File: config.mk
export PLATFORM = sky130hd
export DESIGN_NAME = integer_field_formatter
export DESIGN_NICKNAME = d
export VERILOG_FILES = /design/src/sv/iff_pkg.sv /design/src/sv/integer_field_formatter.sv
export SDC_FILE = /design/constraint.sdc
export NUM_CORES = 1
export LEC_CHECK = 0
export ABC_AREA = 1
export BUFFER_PORTS_ARGS = -buffer_cell sky130_fd_sc_hd__buf_2
export CAP_MARGIN = 20
export CORE_ASPECT_RATIO = 1.1
export CORE_UTILIZATION = 49
export DETAILED_ROUTE_END_ITERATION = 10
export GPL_ROUTABILITY_DRIVEN = 0
export PLACE_DENSITY = 0.72
export SLEW_MARGIN = 40
export SYNTH_ARGS = -nofsm -noshare
export SYNTH_HDL_FRONTEND = slang
export SYNTH_SLANG_ARGS = --single-unit
File: constraint.sdc
create_clock -name i_clk -period 13.8 [get_ports i_clk]
set_input_delay 2.07 -clock i_clk [delete_from_list [all_inputs] [get_ports i_clk]]
set_output_delay 2.07 -clock i_clk [all_outputs]
set_load 0.1 [all_outputs]
File: src/sv/iff_pkg.sv
// Shared types, codes and character constants of the integer field formatter.
package iff_pkg;

    // Default saturation limit of the field width.
    localparam int DEF_MAX_WIDTH = 60;

    // Digit register size: enough BCD digits for any 64-bit magnitude.
    localparam int NUM_DEC_DIGITS = 20;
    localparam int NUM_HEX_DIGITS = 16;
    localparam int DIGIT_BITS     = 4 * NUM_DEC_DIGITS;

    // Conversion codes.
    localparam logic [1:0] OP_SDEC = 2'd0;
    localparam logic [1:0] OP_UDEC = 2'd1;
    localparam logic [1:0] OP_HEXL = 2'd2;
    localparam logic [1:0] OP_HEXU = 2'd3;

    // Argument size codes.
    localparam logic [1:0] SZ_8  = 2'd0;
    localparam logic [1:0] SZ_16 = 2'd1;
    localparam logic [1:0] SZ_32 = 2'd2;
    localparam logic [1:0] SZ_64 = 2'd3;

    // ASCII characters.
    localparam logic [7:0] CH_ZERO  = 8'h30;
    localparam logic [7:0] CH_MINUS = 8'h2d;
    localparam logic [7:0] CH_PLUS  = 8'h2b;
    localparam logic [7:0] CH_SPACE = 8'h20;
    localparam logic [7:0] CH_LX    = 8'h78;
    localparam logic [7:0] CH_UX    = 8'h58;
    localparam logic [7:0] CH_LA    = 8'h61;
    localparam logic [7:0] CH_UA    = 8'h41;

    // Sequencer states.
    typedef enum logic [3:0] {
        S_IDLE,
        S_CONV,
        S_NORM,
        S_PFX0,
        S_PFX1,
        S_LPAD,
        S_SIGN,
        S_DIG,
        S_RPAD
    } t_state;

    // Maps one digit value to its ASCII character.
    function automatic logic [7:0] digit_char(input logic [3:0] nib, input logic upper);
        logic [7:0] base;
        base = upper ? CH_UA : CH_LA;
        if (nib < 4'd10) begin
            return CH_ZERO + {4'b0, nib};
        end
        return base + {4'b0, nib} - 8'd10;
    endfunction

endpackage

File: src/sv/integer_field_formatter.sv
// Integer field formatter: decimal or hex conversion of one request into padded ASCII text.
// Decimal requests first run through the bit-serial BCD converter, then strip leading zero
// digits; hex requests only strip leading zero digits.
// Throughput: one character per cycle afterwards while the output is not stalled; a new request
// is taken only once the block is back in idle after the last character of the previous one.
// Reset (synchronous, active low) returns the sequencer to idle and empties the output.
module integer_field_formatter #(
    parameter int MAX_WIDTH = iff_pkg::DEF_MAX_WIDTH
) (
    input  logic        i_clk,
    input  logic        i_rst_n,
    input  logic        i_in_valid,
    output logic        o_in_ready,
    input  logic [1:0]  i_op,
    input  logic [63:0] i_value,
    input  logic [1:0]  i_arg_size,
    input  logic        i_show_sign,
    input  logic        i_alt_prefix,
    input  logic        i_left_justify,
    input  logic        i_zero_pad,
    input  logic [5:0]  i_field_width,
    output logic        o_out_valid,
    input  logic        i_out_ready,
    output logic [7:0]  o_out_char,
    output logic        o_last
);
    import iff_pkg::*;

    localparam logic [5:0] WIDTH_LIMIT = 6'(MAX_WIDTH);

    t_state r_state, n_state;

    logic [DIGIT_BITS-1:0] r_digits;
    logic [63:0]           r_mag;
    logic [5:0]            r_bit;
    logic [4:0]            r_ndig;
    logic [5:0]            r_pad;
    logic [5:0]            r_width;
    logic                  r_upper, r_neg, r_sign, r_pfx, r_lj, r_zp;

    logic                  r_out_valid;
    logic [7:0]            r_out_char;
    logic                  r_last;

    logic                  w_accept;
    logic [63:0]           w_ext, w_mag;
    logic                  w_neg, w_hex;
    logic [DIGIT_BITS-1:0] w_adj;
    logic [5:0]            w_tlen, w_pad;
    logic                  w_pad_nz, w_has_lpad, w_has_rpad, w_norm_done;
    logic                  w_load;
    logic [7:0]            w_char;
    logic                  w_last;
    logic                  w_bcd_ok;

    assign o_in_ready  = (r_state == S_IDLE);
    assign w_accept    = i_in_valid && o_in_ready;
    assign o_out_valid = r_out_valid;
    assign o_out_char  = r_out_char;
    assign o_last      = r_last;

    // Cut the argument to its size, sign-extend for signed decimal, take the magnitude.
    always_comb begin
        case (i_arg_size)
            SZ_8: begin
                w_ext = (i_op == OP_SDEC) ? {{56{i_value[7]}}, i_value[7:0]}
                                          : {56'b0, i_value[7:0]};
            end
            SZ_16: begin
                w_ext = (i_op == OP_SDEC) ? {{48{i_value[15]}}, i_value[15:0]}
                                          : {48'b0, i_value[15:0]};
            end
            SZ_32: begin
                w_ext = (i_op == OP_SDEC) ? {{32{i_value[31]}}, i_value[31:0]}
                                          : {32'b0, i_value[31:0]};
            end
            default: begin
                w_ext = i_value;
            end
        endcase
        w_hex = i_op[1];
        w_neg = (i_op == OP_SDEC) && w_ext[63];
        w_mag = w_neg ? (64'd0 - w_ext) : w_ext;
    end

    // Double-dabble correction: every BCD digit of five or more gets three added.
    always_comb begin
        w_bcd_ok = 1'b1;
        for (int k = 0; k < NUM_DEC_DIGITS; k++) begin
            w_adj[4*k +: 4] = (r_digits[4*k +: 4] >= 4'd5) ? r_digits[4*k +: 4] + 4'd3
                                                           : r_digits[4*k +: 4];
            if (r_digits[4*k +: 4] > 4'd9) begin
                w_bcd_ok = 1'b0;
            end
        end
    end

    // Text length, padding count and the phases that this request needs.
    always_comb begin
        w_tlen      = {1'b0, r_ndig} + {5'b0, r_sign};
        w_pad       = (r_width > w_tlen) ? (r_width - w_tlen) : 6'd0;
        w_pad_nz    = (r_state == S_NORM) ? (w_pad != 6'd0) : (r_pad != 6'd0);
        w_has_lpad  = !r_lj && w_pad_nz;
        w_has_rpad  = r_lj && w_pad_nz;
        w_norm_done = (r_digits[DIGIT_BITS-1 -: 4] != 4'd0) || (r_ndig == 5'd1);
    end

    // Next state.
    always_comb begin
        n_state = r_state;
        case (r_state)
            S_IDLE: begin
                if (w_accept) begin
                    n_state = w_hex ? S_NORM : S_CONV;
                end
            end
            S_CONV: begin
                if (&r_bit) begin
                    n_state = S_NORM;
                end
            end
            S_NORM: begin
                if (w_norm_done) begin
                    if (r_pfx) begin
                        n_state = S_PFX0;
                    end else if (w_has_lpad) begin
                        n_state = S_LPAD;
                    end else if (r_sign) begin
                        n_state = S_SIGN;
                    end else begin
                        n_state = S_DIG;
                    end
                end
            end
            S_PFX0: begin
                if (w_load) begin
                    n_state = S_PFX1;
                end
            end
            S_PFX1: begin
                if (w_load) begin
                    if (w_has_lpad) begin
                        n_state = S_LPAD;
                    end else if (r_sign) begin
                        n_state = S_SIGN;
                    end else begin
                        n_state = S_DIG;
                    end
                end
            end
            S_LPAD: begin
                if (w_load && (r_pad == 6'd1)) begin
                    n_state = r_sign ? S_SIGN : S_DIG;
                end
            end
            S_SIGN: begin
                if (w_load) begin
                    n_state = S_DIG;
                end
            end
            S_DIG: begin
                if (w_load && (r_ndig == 5'd1)) begin
                    n_state = w_has_rpad ? S_RPAD : S_IDLE;
                end
            end
            S_RPAD: begin
                if (w_load && (r_pad == 6'd1)) begin
                    n_state = S_IDLE;
                end
            end
            default: begin
                n_state = S_IDLE;
            end
        endcase
    end

    // Character of the current phase, and whether the output register can take it.
    always_comb begin
        w_load = 1'b0;
        w_char = CH_SPACE;
        w_last = 1'b0;
        case (r_state)
            S_PFX0: begin
                w_load = !r_out_valid || i_out_ready;
                w_char = CH_ZERO;
            end
            S_PFX1: begin
                w_load = !r_out_valid || i_out_ready;
                w_char = r_upper ? CH_UX : CH_LX;
            end
            S_LPAD: begin
                w_load = !r_out_valid || i_out_ready;
                w_char = r_zp ? CH_ZERO : CH_SPACE;
            end
            S_SIGN: begin
                w_load = !r_out_valid || i_out_ready;
                w_char = r_neg ? CH_MINUS : CH_PLUS;
            end
            S_DIG: begin
                w_load = !r_out_valid || i_out_ready;
                w_char = digit_char(r_digits[DIGIT_BITS-1 -: 4], r_upper);
                w_last = (r_ndig == 5'd1) && !w_has_rpad;
            end
            S_RPAD: begin
                w_load = !r_out_valid || i_out_ready;
                w_char = CH_SPACE;
                w_last = (r_pad == 6'd1);
            end
            default: begin
                w_load = 1'b0;
            end
        endcase
    end

    // Control registers: sequencer state and output valid.
    always_ff @(posedge i_clk) begin
        if (!i_rst_n) begin
            r_state     <= S_IDLE;
            r_out_valid <= 1'b0;
        end else begin
            r_state <= n_state;
            if (w_load) begin
                r_out_valid <= 1'b1;
            end else if (i_out_ready) begin
                r_out_valid <= 1'b0;
            end
        end
    end

    // Output payload register.
    always_ff @(posedge i_clk) begin
        if (w_load) begin
            r_out_char <= w_char;
            r_last     <= w_last;
        end
    end

    // Request fields, shared shift/add-3 unit, digit stripping and counters.
    always_ff @(posedge i_clk) begin
        case (r_state)
            S_IDLE: begin
                if (w_accept) begin
                    r_upper <= (i_op == OP_HEXU);
                    r_neg   <= w_neg;
                    r_sign  <= !w_hex && (w_neg || i_show_sign);
                    r_pfx   <= w_hex && i_alt_prefix;
                    r_lj    <= i_left_justify;
                    r_zp    <= i_zero_pad;
                    r_width <= (i_field_width > WIDTH_LIMIT) ? WIDTH_LIMIT : i_field_width;
                    r_mag   <= w_mag;
                    r_bit   <= 6'd0;
                    r_digits <= w_hex ? {w_mag, {(DIGIT_BITS-64){1'b0}}} : '0;
                    r_ndig  <= w_hex ? 5'(NUM_HEX_DIGITS) : 5'(NUM_DEC_DIGITS);
                end
            end
            S_CONV: begin
                r_digits <= {w_adj[DIGIT_BITS-2:0], r_mag[63]};
                r_mag    <= {r_mag[62:0], 1'b0};
                r_bit    <= r_bit + 6'd1;
            end
            S_NORM: begin
                if (w_norm_done) begin
                    r_pad <= w_pad;
                end else begin
                    r_digits <= {r_digits[DIGIT_BITS-5:0], 4'd0};
                    r_ndig   <= r_ndig - 5'd1;
                end
            end
            S_LPAD, S_RPAD: begin
                if (w_load) begin
                    r_pad <= r_pad - 6'd1;
                end
            end
            S_DIG: begin
                if (w_load) begin
                    r_digits <= {r_digits[DIGIT_BITS-5:0], 4'd0};
                    r_ndig   <= r_ndig - 5'd1;
                end
            end
            default: begin
                r_bit <= r_bit;
            end
        endcase
    end

`ifndef ASSERT_OFF
    // The BCD register never holds a digit above nine while converting.
    a_bcd_digits: assert property (@(posedge i_clk) disable iff (!i_rst_n)
        (r_state == S_CONV) |-> w_bcd_ok)
        else $error("BCD digit out of range during conversion");

    // The digit and stripping phases always hold between one and twenty digits.
    a_digit_count: assert property (@(posedge i_clk) disable iff (!i_rst_n)
        (r_state == S_DIG || r_state == S_NORM) |-> (r_ndig != 5'd0 && r_ndig <= 5'd20))
        else $error("digit count out of range");

    // An accepted request starts conversion or digit stripping next cycle.
    a_accept_start: assert property (@(posedge i_clk) disable iff (!i_rst_n)
        w_accept |=> (r_state == S_CONV || r_state == S_NORM))
        else $error("request accepted without starting work");

    // The sequencer returns to idle only right after loading the final character.
    a_last_idle: assert property (@(posedge i_clk) disable iff (!i_rst_n)
        (r_state != S_IDLE && n_state == S_IDLE) |-> (w_load && w_last))
        else $error("request ended without a final character");
`endif

endmodule
==> run metrics <==
result of the run=finished, final reports clean; DIE WIDTH=162 µm; pin count of the biggest net entering global routing=81; root buf cell=sky130_fd_sc_hd__clkbuf_16; cell count after placement=around 2200; share of synthesized area occupied by flip-flops and latches=0.403; Peak VDD IR=0.145 mV; total number of vias=12400; max cap viols=0; Initial Utilization=0.503; total number of H-tree levels=4; Avg Vias per Cell=5.53; Total Neg Setup Slack=0 ns; top fanout value on the critical path=59; dominant cells by area after synthesis=sky130_fd_sc_hd__edfxtp_1, sky130_fd_sc_hd__nand2_1, sky130_fd_sc_hd__nand3_1; antenna violations before repair=0; total standard cell area after synthesis=roughly 14000 µm²; total net switching power=around 1.5 mW; Startpoint Class=input pin; diodes inserted=0; net total in the final layout=slightly above 2000; CP Class=input pin to flip-flop; overflow left after global routing=0; clock tree from TritonCTS=yes; number of optimization iterations in the first detailed-route pass=7; average cell area after synthesis=7.52 µm²; Core Region=27300 µm²; layout cells sized above 1=0.110; global-route usage over all layers=0.252; power share of the clock group=0.157; clock slew seen by the registers of the worst setup and hold paths=around 0.070 ns; Setup-failing EPs final=0; Max Clock Skew=roughly 0.014 ns; share of Yosys cell area claimed by the top area cell type=0.396; number of enable-type register cells in the synthesized netlist=181; Worst Tran Pin Value=around 0.80 ns; clock insertion delay at the later pin of the skew report=0.45 ns; data required time at the worst endpoint=14.00 ns; arrival time at the worst endpoint=5.29 ns; max-slew violation total from the final report=0; ys flop type=sky130_fd_sc_hd__edfxtp_1; number of setup buffers added after CTS=0; post-synthesis cell type with the largest combined area=sky130_fd_sc_hd__edfxtp_1; antenna viol nets, final=0; cell count after synthesis=1827; count of different cell masters after synthesis=between 50 and 60; Routed wire per std cell=15.7 µm; clock tree buffer depth=2; Num Clock Sinks=between 150 and 200; total clock buffers created by CTS=17; number of placement rows=63; cts hold-fix bufs=0; Power per Cell Area=218 nW/µm²; Yosys reg bits=186; violation count after the first detailed-route iteration=between 1000 and 1500; timing-limited maximum frequency=0.196 GHz; HPWL reported at the end of detailed placement=between 20 and 30 mm; # IOs=93; final-report hold violation count=0; Final Cycle Share=0.369; Routed Wire Length=roughly 35 mm; total DRC errors in the routed layout=0; Tmin final=roughly 5.1 ns; sequential power share=0.374; combinational group share of total power=0.469; synthesized net count=slightly below 2000; Die Footprint=approximately 29000 µm²; relative slew slack=0.469; switching power as a share of total power=0.463; Worst setup EP type=flip-flop; Layout Cells excl Fill=2250; height of the die=178 µm; synth cell count leaders=sky130_fd_sc_hd__nand2_1, sky130_fd_sc_hd__inv_1, sky130_fd_sc_hd__edfxtp_1; Post-CTS Resized=0; R2R setup slack=10.09 ns; number of global-route vias before repair=11500; path category of the worst min-delay check=flip-flop to flip-flop; leakage component of the power=6.92 nW; most frequently used cell type in the post-synthesis netlist=sky130_fd_sc_hd__nand2_1; relative area change from synthesis to final layout=9.35%; count of buffers from port buffering=91; ys async rst share=0; Cell Int Power=1.76 mW; first-pass GRT wire length=57.5 mm; count of warnings emitted by yosys=0; RSZ-0062 raised after global routing=false; Core Util, Final=0.551
path summary, 6_finish.rpt:
path         cells past startpoint                    start                       to
min                              2  r_state[0]$_SDFFE_PN0P_  r_state[0]$_SDFFE_PN0P_
max reg2reg                     13  r_state[2]$_SDFFE_PN0P_   r_digits[20]$_DFFE_PP_
max                             13                  i_op[1]   r_digits[60]$_DFFE_PP_
min reg2reg                      2  r_state[0]$_SDFFE_PN0P_  r_state[0]$_SDFFE_PN0P_
per-layer routing:
metal | vias to the layer above | track usage | wire [µm] | share of wire
met4 | 0 | 0.0700 | 545 | 0.015
met1 | 5732 | 0.350 | 16300 | 0.46
met3 | 46 | 0.0365 | 2490 | 0.071
li1 | 6167 | - | - | -
met2 | 489 | 0.411 | 15900 | 0.45
met5 | - | 0 | 0 | 0
layout by cell type (no fill, tap or decap), types with 6 or more instances in the layout:
| cell | Yosys | final |
|---|---|---|
| sky130_fd_sc_hd__a21oi_1 | 70 | 68 |
| sky130_fd_sc_hd__a22oi_1 | 6 | 6 |
| sky130_fd_sc_hd__buf_2 | 13 | 91 |
| sky130_fd_sc_hd__clkbuf_16 | 0 | 17 |
| sky130_fd_sc_hd__edfxtp_1 | 181 | 181 |
| sky130_fd_sc_hd__ha_1 | 55 | 55 |
| sky130_fd_sc_hd__inv_1 | 227 | 226 |
| sky130_fd_sc_hd__inv_2 | 17 | 17 |
| sky130_fd_sc_hd__inv_6 | 0 | 6 |
| sky130_fd_sc_hd__nand2_1 | 490 | 489 |
| sky130_fd_sc_hd__nand2_2 | 14 | 14 |
| sky130_fd_sc_hd__nand3_1 | 173 | 173 |
| sky130_fd_sc_hd__nand3_2 | 10 | 10 |
| sky130_fd_sc_hd__nand3b_1 | 6 | 6 |
| sky130_fd_sc_hd__nand4_1 | 27 | 27 |
| sky130_fd_sc_hd__nor2_1 | 178 | 177 |
| sky130_fd_sc_hd__nor2_2 | 13 | 13 |
| sky130_fd_sc_hd__nor2_4 | 6 | 7 |
| sky130_fd_sc_hd__nor3_1 | 7 | 7 |
| sky130_fd_sc_hd__o211ai_1 | 14 | 14 |
| sky130_fd_sc_hd__o21ai_0 | 128 | 127 |
| sky130_fd_sc_hd__o21ai_1 | 10 | 10 |
| sky130_fd_sc_hd__o221ai_1 | 12 | 12 |
| sky130_fd_sc_hd__o22ai_1 | 7 | 7 |
| sky130_fd_sc_hd__xnor2_1 | 16 | 16 |
| sky130_fd_sc_hd__xor2_1 | 43 | 43 |
area by class of cell:
type / count / area (µm²)
timing repair buffer: 98 / 515
fill: 2557 / 12300
clock inverter: 15 / 181
clock buffer: 17 / 425
multi-input combinational: 1333 / 6990
tap: 357 / 447
sequential: 186 / 5540
inverter: 244 / 917
kinds of logic (layout without fill, tap and decap cells):
kind of cell,count (synthesis),after routing,share of synthesized area
AOI/OAI and AO/OA,278,278,0.117
xor gates and xnor gates,59,59,0.0376
adders and majority gates,56,56,0.0516
buffers and inverters,308,374,0.0906
DFF,186,186,0.403
muxes,2,2,0.00146
other,1,1,0.000273
and+or+nand+nor,937,937,0.298
power groups by stage:
stage | combinational [mW] | clock (mW) | sequential [mW]
2_1_floorplan | 1.08 | 0 | 1.30
3_3_place_gp | 1.47 | 0 | 1.23
3_5_place_dp | 1.52 | 0 | 1.23
4_1_cts | 1.53 | 0.518 | 1.22
5_1_grt | 1.73 | 0.537 | 1.26
6_report | 1.54 | 0.514 | 1.23
state kept, by name, indices dropped and copies added (netlist names):
register,flops
r_lj,1
o_out_valid,1
r_sign,1
r_bit,6
r_zp,1
r_neg,1
r_ndig,5
o_out_char,7
r_digits,80
o_last,1
r_state,4
r_upper,1
r_pad,6
r_pfx,1
r_width,6
r_mag,64
through the flow:
stage / power, mW / hold slack (ns) / worst slack (ns) / area (µm²)
after floorplan: 2.39 / 0.468 / 6.09 / 13700
after global placement: 2.70 / 0.490 / 8.41 / 14400
after detailed placement: 2.75 / 0.492 / 8.32 / 14400
after CTS: 3.27 / 0.503 / 8.79 / 15000
after global routing: 3.53 / 0.530 / 8.41 / 15000
final: 3.28 / 0.500 / 8.71 / 15000
critical path, cell delays in order:
cell and delay (ns):
sky130_fd_sc_hd__buf_2 0.13, sky130_fd_sc_hd__nor2_2 0.42, sky130_fd_sc_hd__nand3_4 0.44, sky130_fd_sc_hd__nand3_4 0.47, sky130_fd_sc_hd__a21oi_2 0.10, sky130_fd_sc_hd__nor2_4 0.09
sky130_fd_sc_hd__buf_4 0.55, sky130_fd_sc_hd__inv_2 0.38, sky130_fd_sc_hd__o21bai_4 0.31, sky130_fd_sc_hd__nand2_1 0.08, sky130_fd_sc_hd__nand2_1 0.08, sky130_fd_sc_hd__nand3_1 0.07
sky130_fd_sc_hd__nand3_1 0.07
Power figures use the tool's default switching activity.
